**src/rtl/core/md5_pkg.sv**
```systemverilog
package md5_pkg;

  localparam logic [31:0] Iv0 = 32'h67452301;
  localparam logic [31:0] Iv1 = 32'hefcdab89;
  localparam logic [31:0] Iv2 = 32'h98badcfe;
  localparam logic [31:0] Iv3 = 32'h10325476;

  localparam logic [7:0] PadByte = 8'h80;

  localparam logic [31:0] RoundK [64] = '{
    32'hd76aa478, 32'he8c7b756, 32'h242070db, 32'hc1bdceee,
    32'hf57c0faf, 32'h4787c62a, 32'ha8304613, 32'hfd469501,
    32'h698098d8, 32'h8b44f7af, 32'hffff5bb1, 32'h895cd7be,
    32'h6b901122, 32'hfd987193, 32'ha679438e, 32'h49b40821,
    32'hf61e2562, 32'hc040b340, 32'h265e5a51, 32'he9b6c7aa,
    32'hd62f105d, 32'h02441453, 32'hd8a1e681, 32'he7d3fbc8,
    32'h21e1cde6, 32'hc33707d6, 32'hf4d50d87, 32'h455a14ed,
    32'ha9e3e905, 32'hfcefa3f8, 32'h676f02d9, 32'h8d2a4c8a,
    32'hfffa3942, 32'h8771f681, 32'h6d9d6122, 32'hfde5380c,
    32'ha4beea44, 32'h4bdecfa9, 32'hf6bb4b60, 32'hbebfbc70,
    32'h289b7ec6, 32'heaa127fa, 32'hd4ef3085, 32'h04881d05,
    32'hd9d4d039, 32'he6db99e5, 32'h1fa27cf8, 32'hc4ac5665,
    32'hf4292244, 32'h432aff97, 32'hab9423a7, 32'hfc93a039,
    32'h655b59c3, 32'h8f0ccc92, 32'hffeff47d, 32'h85845dd1,
    32'h6fa87e4f, 32'hfe2ce6e0, 32'ha3014314, 32'h4e0811a1,
    32'hf7537e82, 32'hbd3af235, 32'h2ad7d2bb, 32'heb86d391
  };

  localparam logic [4:0] RoundS [16] = '{
    5'd7, 5'd12, 5'd17, 5'd22, 5'd5, 5'd9, 5'd14, 5'd20,
    5'd4, 5'd11, 5'd16, 5'd23, 5'd6, 5'd10, 5'd15, 5'd21
  };

  // block buffer write request: one 32-bit word, per-byte enables
  typedef struct packed {
    logic        en;
    logic [3:0]  addr;
    logic [3:0]  be;
    logic [31:0] data;
  } wr_req_t;

  // message word used by round r
  function automatic logic [3:0] msg_index(input logic [5:0] r);
    logic [3:0] lo;
    logic [3:0] g;
    lo = r[3:0];
    case (r[5:4])
      2'd0:    g = lo;
      2'd1:    g = 4'((lo << 2) + lo + 4'd1);
      2'd2:    g = 4'((lo << 1) + lo + 4'd5);
      default: g = 4'((lo << 3) - lo);
    endcase
    return g;
  endfunction

endpackage

```
**src/rtl/core/md5_hash_engine.sv**
```systemverilog
// MD5 hash engine, one message byte per request.
// Input channel: in_tdata carries the byte, in_tuser selects absorb (0) or
// finish (1). in_tready is high only while the engine is idle.
// An absorb request writes its byte into the block buffer. The 64th byte of a
// block starts a compression: a read-ahead step, 64 rounds through the single
// round unit (one round per cycle) and a fold step; in_tready stays low
// throughout. A finish request pads the block word by word, starting at the
// word that holds the next free byte, runs one compression, or two when 56
// or more bytes were buffered (a second pad pass over all 16 words
// and a second compression), then presents the digest on the output
// channel: four requests, word 0 first, out_tuser the word index, out_tlast
// on word 3. Each word stays on out_tdata until the receiver takes it; a
// stall simply holds the engine in its output phase. After the fourth word
// the chaining words return to the initial values and the engine goes idle.
// Reset (rst_n low, synchronous) loads the initial chaining words and clears
// the byte counts; the block buffer is not cleared.
module md5_hash_engine (
  input  logic        clk,
  input  logic        rst_n,
  input  logic        in_tvalid,
  output logic        in_tready,
  input  logic [7:0]  in_tdata,   // [7:0] data_byte
  input  logic        in_tuser,   // [0] operation
  output logic        out_tvalid,
  input  logic        out_tready,
  output logic [31:0] out_tdata,  // [31:0] digest_word
  output logic [1:0]  out_tuser,  // [1:0] word_index
  output logic        out_tlast   // last_word
);
  import md5_pkg::*;

  typedef enum logic [2:0] {
    ST_IDLE, ST_PAD, ST_PREP, ST_RUN, ST_FOLD, ST_OUT
  } state_t;

  state_t      state_r, state_nxt;
  logic [31:0] chain_r [4];
  logic [31:0] chain_nxt [4];
  logic [5:0]  fill_r, fill_nxt;      // bytes buffered in the block
  logic [60:0] msg_r, msg_nxt;        // message bytes, mod 2^61
  logic        fin_r, fin_nxt;        // finishing the message
  logic        len_pass_r, len_pass_nxt; // this pad pass writes the length
  logic        mark_r, mark_nxt;      // this pad pass writes the 0x80 byte
  logic [3:0]  ptr_r, ptr_nxt;        // pad word pointer
  logic [5:0]  rnd_r, rnd_nxt;
  logic [1:0]  idx_r, idx_nxt;

  logic [31:0] a_r, b_r, c_r, d_r;
  logic [31:0] a_nxt, b_nxt, c_nxt, d_nxt;
  logic [31:0] ra, rb, rc, rd;

  wr_req_t     wr_req;
  logic [3:0]  rd_addr;
  logic [31:0] w_data;
  logic [63:0] bit_len;
  logic        in_acc, out_acc;

  md5_blkbuf u_buf (
    .clk     (clk),
    .wr_req  (wr_req),
    .rd_addr (rd_addr),
    .rd_data (w_data)
  );

  md5_round u_round (
    .rnd   (rnd_r),
    .a_in  (a_r),
    .b_in  (b_r),
    .c_in  (c_r),
    .d_in  (d_r),
    .w_in  (w_data),
    .a_out (ra),
    .b_out (rb),
    .c_out (rc),
    .d_out (rd)
  );

  assign in_tready  = (state_r == ST_IDLE);
  assign in_acc     = in_tvalid && in_tready;
  assign out_tvalid = (state_r == ST_OUT);
  assign out_acc    = out_tvalid && out_tready;
  assign out_tdata  = chain_r[idx_r];
  assign out_tuser  = idx_r;
  assign out_tlast  = (idx_r == 2'd3);

  assign bit_len = {msg_r, 3'b000};

  always_comb begin
    state_nxt    = state_r;
    chain_nxt    = chain_r;
    fill_nxt     = fill_r;
    msg_nxt      = msg_r;
    fin_nxt      = fin_r;
    len_pass_nxt = len_pass_r;
    mark_nxt     = mark_r;
    ptr_nxt      = ptr_r;
    rnd_nxt      = rnd_r;
    idx_nxt      = idx_r;
    a_nxt        = a_r;
    b_nxt        = b_r;
    c_nxt        = c_r;
    d_nxt        = d_r;
    wr_req       = '0;
    rd_addr      = 4'd0;

    unique case (state_r)
      ST_IDLE: begin
        if (in_acc) begin
          if (!in_tuser) begin
            // absorb: drop the byte into its lane
            wr_req.en   = 1'b1;
            wr_req.addr = fill_r[5:2];
            wr_req.be   = 4'(4'b0001 << fill_r[1:0]);
            wr_req.data = {4{in_tdata}};
            fill_nxt    = fill_r + 6'd1;
            if (fill_r == 6'd63) begin
              msg_nxt   = msg_r + 61'd64;
              fin_nxt   = 1'b0;
              state_nxt = ST_PREP;
            end
          end else begin
            msg_nxt      = msg_r + 61'(fill_r);
            fin_nxt      = 1'b1;
            mark_nxt     = 1'b1;
            len_pass_nxt = (fill_r[5:3] != 3'd7);
            ptr_nxt      = fill_r[5:2];
            state_nxt    = ST_PAD;
          end
        end
      end

      ST_PAD: begin
        wr_req.en   = 1'b1;
        wr_req.addr = ptr_r;
        wr_req.be   = 4'b1111;
        wr_req.data = 32'd0;
        if (mark_r && ptr_r == fill_r[5:2]) begin
          // keep buffered bytes below the pad marker
          wr_req.be   = 4'(4'b1111 << fill_r[1:0]);
          wr_req.data = {24'd0, PadByte} << {fill_r[1:0], 3'b000};
        end else if (len_pass_r && ptr_r == 4'd14) begin
          wr_req.data = bit_len[31:0];
        end else if (len_pass_r && ptr_r == 4'd15) begin
          wr_req.data = bit_len[63:32];
        end
        ptr_nxt = ptr_r + 4'd1;
        if (ptr_r == 4'd15) begin
          state_nxt = ST_PREP;
        end
      end

      ST_PREP: begin
        rd_addr   = msg_index(6'd0);
        a_nxt     = chain_r[0];
        b_nxt     = chain_r[1];
        c_nxt     = chain_r[2];
        d_nxt     = chain_r[3];
        rnd_nxt   = 6'd0;
        state_nxt = ST_RUN;
      end

      ST_RUN: begin
        // fetch next round's word while this round computes
        rd_addr = msg_index(rnd_r + 6'd1);
        a_nxt   = ra;
        b_nxt   = rb;
        c_nxt   = rc;
        d_nxt   = rd;
        rnd_nxt = rnd_r + 6'd1;
        if (rnd_r == 6'd63) begin
          state_nxt = ST_FOLD;
        end
      end

      ST_FOLD: begin
        chain_nxt[0] = chain_r[0] + a_r;
        chain_nxt[1] = chain_r[1] + b_r;
        chain_nxt[2] = chain_r[2] + c_r;
        chain_nxt[3] = chain_r[3] + d_r;
        if (!fin_r) begin
          state_nxt = ST_IDLE;
        end else if (!len_pass_r) begin
          // padding spilled over: one more block of zeros and length
          len_pass_nxt = 1'b1;
          mark_nxt     = 1'b0;
          ptr_nxt      = 4'd0;
          state_nxt    = ST_PAD;
        end else begin
          idx_nxt   = 2'd0;
          state_nxt = ST_OUT;
        end
      end

      ST_OUT: begin
        if (out_acc) begin
          idx_nxt = idx_r + 2'd1;
          if (idx_r == 2'd3) begin
            chain_nxt = '{Iv0, Iv1, Iv2, Iv3};
            fill_nxt  = 6'd0;
            msg_nxt   = 61'd0;
            fin_nxt   = 1'b0;
            state_nxt = ST_IDLE;
          end
        end
      end

      default: state_nxt = ST_IDLE;
    endcase
  end

  always_ff @(posedge clk) begin
    if (!rst_n) begin
      state_r    <= ST_IDLE;
      chain_r    <= '{Iv0, Iv1, Iv2, Iv3};
      fill_r     <= 6'd0;
      msg_r      <= 61'd0;
      fin_r      <= 1'b0;
      len_pass_r <= 1'b0;
      mark_r     <= 1'b0;
      ptr_r      <= 4'd0;
      rnd_r      <= 6'd0;
      idx_r      <= 2'd0;
    end else begin
      state_r    <= state_nxt;
      chain_r    <= chain_nxt;
      fill_r     <= fill_nxt;
      msg_r      <= msg_nxt;
      fin_r      <= fin_nxt;
      len_pass_r <= len_pass_nxt;
      mark_r     <= mark_nxt;
      ptr_r      <= ptr_nxt;
      rnd_r      <= rnd_nxt;
      idx_r      <= idx_nxt;
    end
  end

  // round working registers
  always_ff @(posedge clk) begin
    a_r <= a_nxt;
    b_r <= b_nxt;
    c_r <= c_nxt;
    d_r <= d_nxt;
  end

endmodule

```
**src/rtl/core/md5_blkbuf.sv**
```systemverilog
module md5_blkbuf (
  input  logic             clk,
  input  md5_pkg::wr_req_t wr_req,
  input  logic [3:0]       rd_addr,
  output logic [31:0]      rd_data
);
  import md5_pkg::*;

  // 16 little-endian message words
  logic [31:0] mem [16];
  logic [31:0] rd_data_r;

  always_ff @(posedge clk) begin
    if (wr_req.en) begin
      for (int i = 0; i < 4; i++) begin
        if (wr_req.be[i]) begin
          mem[wr_req.addr][8*i +: 8] <= wr_req.data[8*i +: 8];
        end
      end
    end
    rd_data_r <= mem[rd_addr];
  end

  assign rd_data = rd_data_r;

endmodule

```
**src/rtl/core/md5_round.sv**
```systemverilog
module md5_round (
  input  logic [5:0]  rnd,
  input  logic [31:0] a_in,
  input  logic [31:0] b_in,
  input  logic [31:0] c_in,
  input  logic [31:0] d_in,
  input  logic [31:0] w_in,
  output logic [31:0] a_out,
  output logic [31:0] b_out,
  output logic [31:0] c_out,
  output logic [31:0] d_out
);
  import md5_pkg::*;

  logic [31:0] f;
  logic [31:0] t;
  logic [4:0]  s;
  logic [63:0] rot;

  always_comb begin
    case (rnd[5:4])
      2'd0:    f = (b_in & c_in) | (~b_in & d_in);
      2'd1:    f = (d_in & b_in) | (~d_in & c_in);
      2'd2:    f = b_in ^ c_in ^ d_in;
      default: f = c_in ^ (b_in | ~d_in);
    endcase
  end

  assign t   = f + a_in + RoundK[rnd] + w_in;
  assign s   = RoundS[{rnd[5:4], rnd[1:0]}];
  assign rot = {t, t} << s;

  assign a_out = d_in;
  assign d_out = c_in;
  assign c_out = b_in;
  assign b_out = b_in + rot[63:32];

endmodule

```
**config.mk**
```make
export PLATFORM = sky130hd
export DESIGN_NAME = md5_hash_engine
export DESIGN_NICKNAME = d
export VERILOG_FILES = /design/src/rtl/core/md5_pkg.sv /design/src/rtl/core/md5_hash_engine.sv /design/src/rtl/core/md5_blkbuf.sv /design/src/rtl/core/md5_round.sv
export SDC_FILE = /design/constraint.sdc
export NUM_CORES = 2
export LEC_CHECK = 0
export ABC_AREA = 0
export BUFFER_PORTS_ARGS = -buffer_cell sky130_fd_sc_hd__buf_4
export CAP_MARGIN = 15
export CORE_ASPECT_RATIO = 0.6
export CORE_UTILIZATION = 45
export DETAILED_ROUTE_END_ITERATION = 10
export PLACE_DENSITY = 0.71
export SLEW_MARGIN = 30
export SYNTH_ARGS = -nofsm -noshare
export SYNTH_HDL_FRONTEND = slang
export SYNTH_SLANG_ARGS = --single-unit
export TNS_END_PERCENT = 30
```
**constraint.sdc**
```tcl
create_clock -name clk -period 11.3 [get_ports clk]
set_input_delay 0.565 -clock clk [delete_from_list [all_inputs] [get_ports clk]]
set_output_delay 0.565 -clock clk [all_outputs]
set_load 0.05 [all_outputs]
```
; After elaboration in Yosys (flattened, before gate mapping)
; Memories as Yosys holds them, arrays and structs flattened. A register that Yosys moved wholly into a read port is not among the register bits.
; Index checks and enable logic that the tools add are counted.
[word_totals]
regBits = 341
rom_bits = 2128
word_cells = 191
latch_bits = 0
inputBits = 13
mem_bits_rw = 512
memories = 3
[op_classes]
addsub = 19
eq_ne = 27
n_div = 0
n_mux = 82
order_cmp = 3
n_shift = 4
n_mul = 0
reduce_logical = 21
bitwise = 15
[memory_table]
columns = memory, words, word_bits, read_ports, rd_ports_with_merged_regs, wr, line
row1 = (no name shown), 64, 32, 1, 0, 0, md5_round.sv:29  ; assign t = f + a_in + RoundK[rnd] + w_in;
row2 = u_buf.mem, 16, 32, 1, 1, 1, md5_blkbuf.sv:10  ; logic [31:0] mem [16];
row3 = (no name shown), 16, 5, 1, 0, 0, md5_round.sv:30  ; assign s = RoundS[{rnd[5:4], rnd[1:0]}];
[ops]
columns = operator, count
row1 = 61-bit 2-to-1 mux, 5
row2 = 32-bit adder, 8
row3 = 128-bit 2-to-1 mux, 2
row4 = 128-bit case mux with 2 select lines, 1
row5 = 32-bit case mux with 2 select lines, 4
row6 = 32-bit 2-to-1 mux, 7
row7 = 32-bit bitwise AND, 4
row8 = 61-bit case mux with 2 select lines, 1
row9 = 32-bit OR, 3
row10 = 32-bit case mux with 3 select lines, 1
row11 = 32-bit XOR, 3
row12 = 41-bit 2-to-1 mux, 2
row13 = 41-bit case mux with 2 select lines, 1
row14 = 32-bit binary-select mux with 2-bit select, 1
row15 = 32-bit NOT, 2
row16 = 64-bit by 5-bit left shift with 64-bit output, 1
row17 = 61-bit by 6-bit adder with 61-bit output, 1
row18 = 61-bit by 7-bit adder with 61-bit output (second input constant), 1
row19 = 8-bit by 5-bit left shift with 32-bit output (first input constant), 1
row20 = 3-bit 2-to-1 mux, 9
row21 = 1-bit 2-to-1 mux, 24
row22 = 4-bit 2-to-1 mux, 6
row23 = 6-bit 2-to-1 mux, 4
row24 = 4-bit case mux with 3 select lines, 2
row25 = other kinds (41), 77

; Logic depth before layout (Yosys ltp)
[depth]
ltp_word = 10
ltp_mapped = 42
ltp_nobuf = 38

; Hierarchy
; Synthesis repeated with hierarchy kept, for this count alone.
[hier_totals]
cells_unflattened = 5346
hier_area_um2 = 54693.7
[modules_own_cells]
columns = module, cells_each, instances, area_each_um2, seq_area_each_um2
row1 = md5_hash_engine, 2549, 1, 21571.9, 8107.8
row2 = md5_blkbuf, 909, 1, 20099.3, 16015.4
row3 = md5_round, 1888, 1, 13022.5, 0.0

; Worst setup path after synthesis
; OpenSTA, ideal clock, no wires.
[synth_path]
kind = reg-to-reg
startpoint = reg rnd_r[0]
endpoint = reg b_r[30] (data pin)
n_path_buf = 4
setup_slack_ns = 2.391
stages_incl_launch_ff = 41
t_required_ns = 11.032
arrival_time_ns = 8.641
cell_sequence = dfxtp_1 > buf_2 > inv_1 > clkbuf_1 > ha_1 > buf_2 > buf_1 > nor2_1 > o21ai_0 > nand2_1 > a21oi_1 > o22ai_1 > a31oi_1 > fa_1 > fa_1 > inv_1 > ha_1 > o21ai_1 > [... 5 more ...] > mux4_2 > nand2_1 > o31a_1 > mux2_2 > o21ai_1 > ha_1 > fa_1 > a21o_1 > a21oi_1 > o21ai_0 > a31o_2 > a211oi_1 > o31ai_1 > a211oi_1 > o21ai_0 > a31oi_1 > xnor2_1 > o21ai_0
[synth_via]
elab_chain_len = 9
word_cells_on_any_way = 13
classes_between = add/sub (3) / shift (1) / mux (5) / bitwise (2) / memory (2)
[synth_lines]
columns = element, line
row1 = "start, declared", md5_hash_engine.sv:45  ; logic [5:0] rnd_r, rnd_nxt;
row2 = "start signal, assigned", md5_hash_engine.sv:232  ; rnd_r <= rnd_nxt;
row3 = 6-bit NOT with 7-bit output (not written as such), md5_round.sv:29
row4 = memory read 64 x 32 bit, n/a
row5 = 32-bit 2-to-1 mux (not written as such) (2 in a row), md5_round.sv:29
row6 = 32-bit adder (2 in a row), md5_round.sv:29
row7 = 64-bit by 5-bit left shift with 64-bit output *, md5_round.sv:31  ; assign rot = {t, t} << s;
row8 = 32-bit adder *, md5_round.sv:36  ; assign b_out = b_in + rot[63:32];
row9 = 32-bit case mux with 2 select lines *, md5_hash_engine.sv:106  ; unique case (state_r)
row10 = via b_nxt[30], md5_hash_engine.sv:49  ; logic [31:0] a_nxt, b_nxt, c_nxt, d_nxt;
row11 = "end signal, assigned", md5_hash_engine.sv:240  ; b_r <= b_nxt;
row12 = "end, declared", md5_hash_engine.sv:48  ; logic [31:0] a_r, b_r, c_r, d_r;
; Mark *: on every way through the listed nets, which the timed path passes. The rest lies on a longest branch. The select of a mux whose other input is x is not followed.
; A chain may end at the register's enable or synchronous reset.

; Worst setup path in the final report
; Same ends and word-level chain as after synthesis.

==> flow_summary.yaml <==
placement:
  post-place-ws_ns: 0.8699
  place_inst: 7223
  place_congestion: 0.9890
  dp_hpwl_mm: 134.3
  io_buffers: 49
  dpl-instance-area_mm2: 0.05645
run:
  maxCapViolations: 0
synth:
  yosys_warnings: 0
  ys.flop_type: "edfxtp_1"
  synth.area.top_cells: "edfxtp_1 (35%), dfxtp_1 (9.0%), nand2_1 (6.6%), ha_1 (5.2%), a21oi_1 (3.7%)"
  yosys-mux-area-fraction_pct: 3.348
  yosys.area_share.xor_xnor_pct: 4.161
  yosys.area.top_type_share_pct: 35.17
  netlist_area_mm2: 0.05464
  ys_seq_area_share_pct: 44.15
  async_flop_share_pct: 0
  syn_area_per_cell_um2: 9.331
  ys_ff_latch: 885
  synth-edff-count: 640
  synth-simple-area-share_pct: 17.26
  synth_top_family_by_area: "compound AO/OA/AOI/OAI gates"
  synthAdderAreaFrac_pct: 7.712
  synth.distinct_cells: 96
  synth_compound_area_share_pct: 19.11
  synth_top_cell_by_area: "edfxtp_1"
  syn_nets: 6165
  syn_inst: 5856
floorplan:
  row_count: 98
  dieArea_mm2: 0.1229
  core_area_mm2: 0.1198
  start_util_pct: 45.61
  ios: 50
  dieWidth_um: 451.9
  die_h_um: 271.9
global_route:
  antenna_found_initial: 10
  grt_max_degree: 192
  track_usage_pct: 29.66
  first_global_vias: 41920
  grt_pass1_wl_mm: 276.2
  gr-total-overflow: 0
worst_setup_path:
  worstSetupEndpointType: "flop"
  slowest_stage: "a21oi_1"
  cp.required_ns: 11.72
  worstSetupStartpointType: "flop"
  crit_path_max_fanout: 16
  worstPathArrival_ns: 11.21
  crit_path_max_incr_delay_ns: 0.67
  rrSetupSlack_ns: 0.51
  critPathKind: "flop to flop"
power_and_ir_drop:
  netSwitchingPower_mw: 9.889
  power_density_mw_per_mm2: 345.6
  pwr-share-seq_pct: 21.5
  p_int_mw: 10.65
  leakage_nw: 22.33
  clkPwrFrac_pct: 14.8
  total_power_mw: 20.54
  vdd_ir_drop_max_uv: 438.0
  swShare_pct: 48.16
  power_frac_comb_pct: 63.7
detailed_routing:
  drtPass1Iterations: 6
  wirelength_mm: 187.4
  vias_per_cell: 6.342
  drc: 0
  wl_per_cell_um: 25.39
  vias: 46820
  drt_iter0_drc: 6578
  antenna_left: 0
sta:
  max_freq_mhz: 92.71
  hold_viol_final: 0
  fin_crit_sh_pct: 95.46
  setup_violations: 0
  worst_pin_slew_ns: 1.129
  max_slew_margin_pct: 24.75
  setup_slack_ns: 0.5135
  whs_ns: 0.1562
  fin_skew_ns: 0.04360
  fin_setup_tns_ns: 0
  rsz0062_at_grt: "no"
  report.final.slew_viol_count: 0
  layout_min_cycle_time_ns: 10.79
run_status:
  outcome: "completed"
clocking:
  cts_buffers: 85
  clk_latency_ns: 0.73
  cts_tree: "done"
  cts.clk_slew.worst_paths_ns: 0.07
  max-clock-path-buffers: 3
  h-tree-depth: 3
  cts_root_buf: "clkbuf_16"
  clock-sinks: 885
final_layout:
  post-route-util_pct: 49.60
  design_area_mm2: 0.05942
  nets: 6020
  drive_gt1_share_pct: 7.159
  syn_to_final_growth_pct: 8.750
  instances_no_fill: 7383
  n_fill_cell: 10810
  num_antenna_cells: 0
min_path:
  min_path_type: "primary input to flop"
==> power by group through the flow <==
stage	Combinational [mW]	Clock, mW	Sequential [mW]
after floorplan	9.42	0	4.25
after global placement	12.4	0	4.44
after detailed placement	12.5	0	4.45
after CTS	12.6	3.06	4.38
after global routing	14.2	3.19	4.43
final	13.1	3.04	4.41
==> cell type report <==
class | instances | area (um2) | share of cell area, %
Inverter | 241 | 909.6 | 1.531
Clock inverter | 54 | 645.6 | 1.087
Tap cell | 1600 | 2002 | 3.369
Clock buffer | 105 | 2253 | 3.792
Multi-Input combinational cell | 4367 | 28410 | 47.81
Sequential cell | 885 | 24140 | 40.63
Timing Repair Buffer | 131 | 1059 | 1.781
==> synthesized netlist by cell type, drive strengths merged, types with 141 or more instances <==
cell    number
nand3      141
a21oi      409
nand2      964
nor2       375
inv        239
ha         228
a211oi     213
and2       151
nor3       157
clkbuf     273
o21ai      308
edfxtp     640
dfxtp      245
==> flip-flops by register name, indices dropped and copies added (netlist names) <==
name and cells:
ptr_r 4, b_r 32, mark_r 1, len_pass_r 1
rnd_r 6, u_buf.rd_data 32, chain_r 128, c_r 32
fin_r 1, a_r 32, d_r 32, msg_r 61
out_tuser 2, fill_r 6, state_r 3, u_buf.mem 512
==> cells by family (layout without fill, tap and decap cells) <==
logic type               count (synthesis)  after routing
AND/OR/NAND/NOR                       2081           2081
buffers and inverters                  604            531
multiplexers                           126            126
XOR/XNOR                               258            258
flip-flops                             885            885
AO/OA/AOI/OAI                         1606           1606
adder cells (fa/ha/maj)                296            296
==> layout by cell type (no fill, tap or decap), types with 125 or more instances in the layout <==
master    netlist  routed
o21ai_0       296     287
ha_1          228     227
a211oi_1      213     212
buf_4           1     125
dfxtp_1       245     239
nor3_1        156     154
nor2_1        373     362
nand3_1       141     141
xor2_1        127     126
inv_1         239     237
and2_1        150     149
a21oi_1       407     407
nand2_1       964     960
xnor2_1       130     129
edfxtp_1      640     640
==> path summary, 6_finish.rpt <==
| kind | from | to | cells after the start |
|---|---|---|---|
| setup reg to reg | rnd_r[0]$_SDFFE_PN0P_ | b_r[30]$_DFFE_PP_ | 36 |
| setup / recovery | rnd_r[0]$_SDFFE_PN0P_ | b_r[30]$_DFFE_PP_ | 36 |
| hold / removal | out_tready | out_tuser[1]$_SDFFE_PN0P_ | 3 |
| hold reg to reg | mark_r$_SDFFE_PN0P_ | mark_r$_SDFFE_PN0P_ | 2 |
==> worst max-delay path: cells and delay by family (launching register included) <==
| kind | cells | cell delay [ns] |
|---|---|---|
| AO/OA/AOI/OAI | 19 | 5.17 |
| XOR/XNOR | 1 | 0.15 |
| adder cells (fa/ha/maj) | 6 | 2.64 |
| buffers and inverters | 3 | 0.34 |
| flip-flops | 1 | 0.61 |
| multiplexers | 2 | 0.73 |
| AND/OR/NAND/NOR | 5 | 0.85 |
==> metal layers <==
| metal | global-route usage (%) | share of wire [%] | vias up | wire length (um) |
|---|---|---|---|---|
| li1 | - | - | 21110 | - |
| met1 | 47.05 | 46 | 22570 | 85630 |
| met2 | 36.08 | 36 | 2837 | 68070 |
| met3 | 11.76 | 16 | 290 | 29210 |
| met4 | 7.092 | 2.4 | 8 | 4421 |
| met5 | 0 | 0.054 | - | 102 |
==> repair_timing <==
item / 4_1_cts / 5_1_grt
buffers inserted: 0 / 1
endpoints found under the setup margin: 0 / 4
hold buffers: 0 / 0
gates resized for setup: 0 / 3
(Power assumes the default switching activity.)
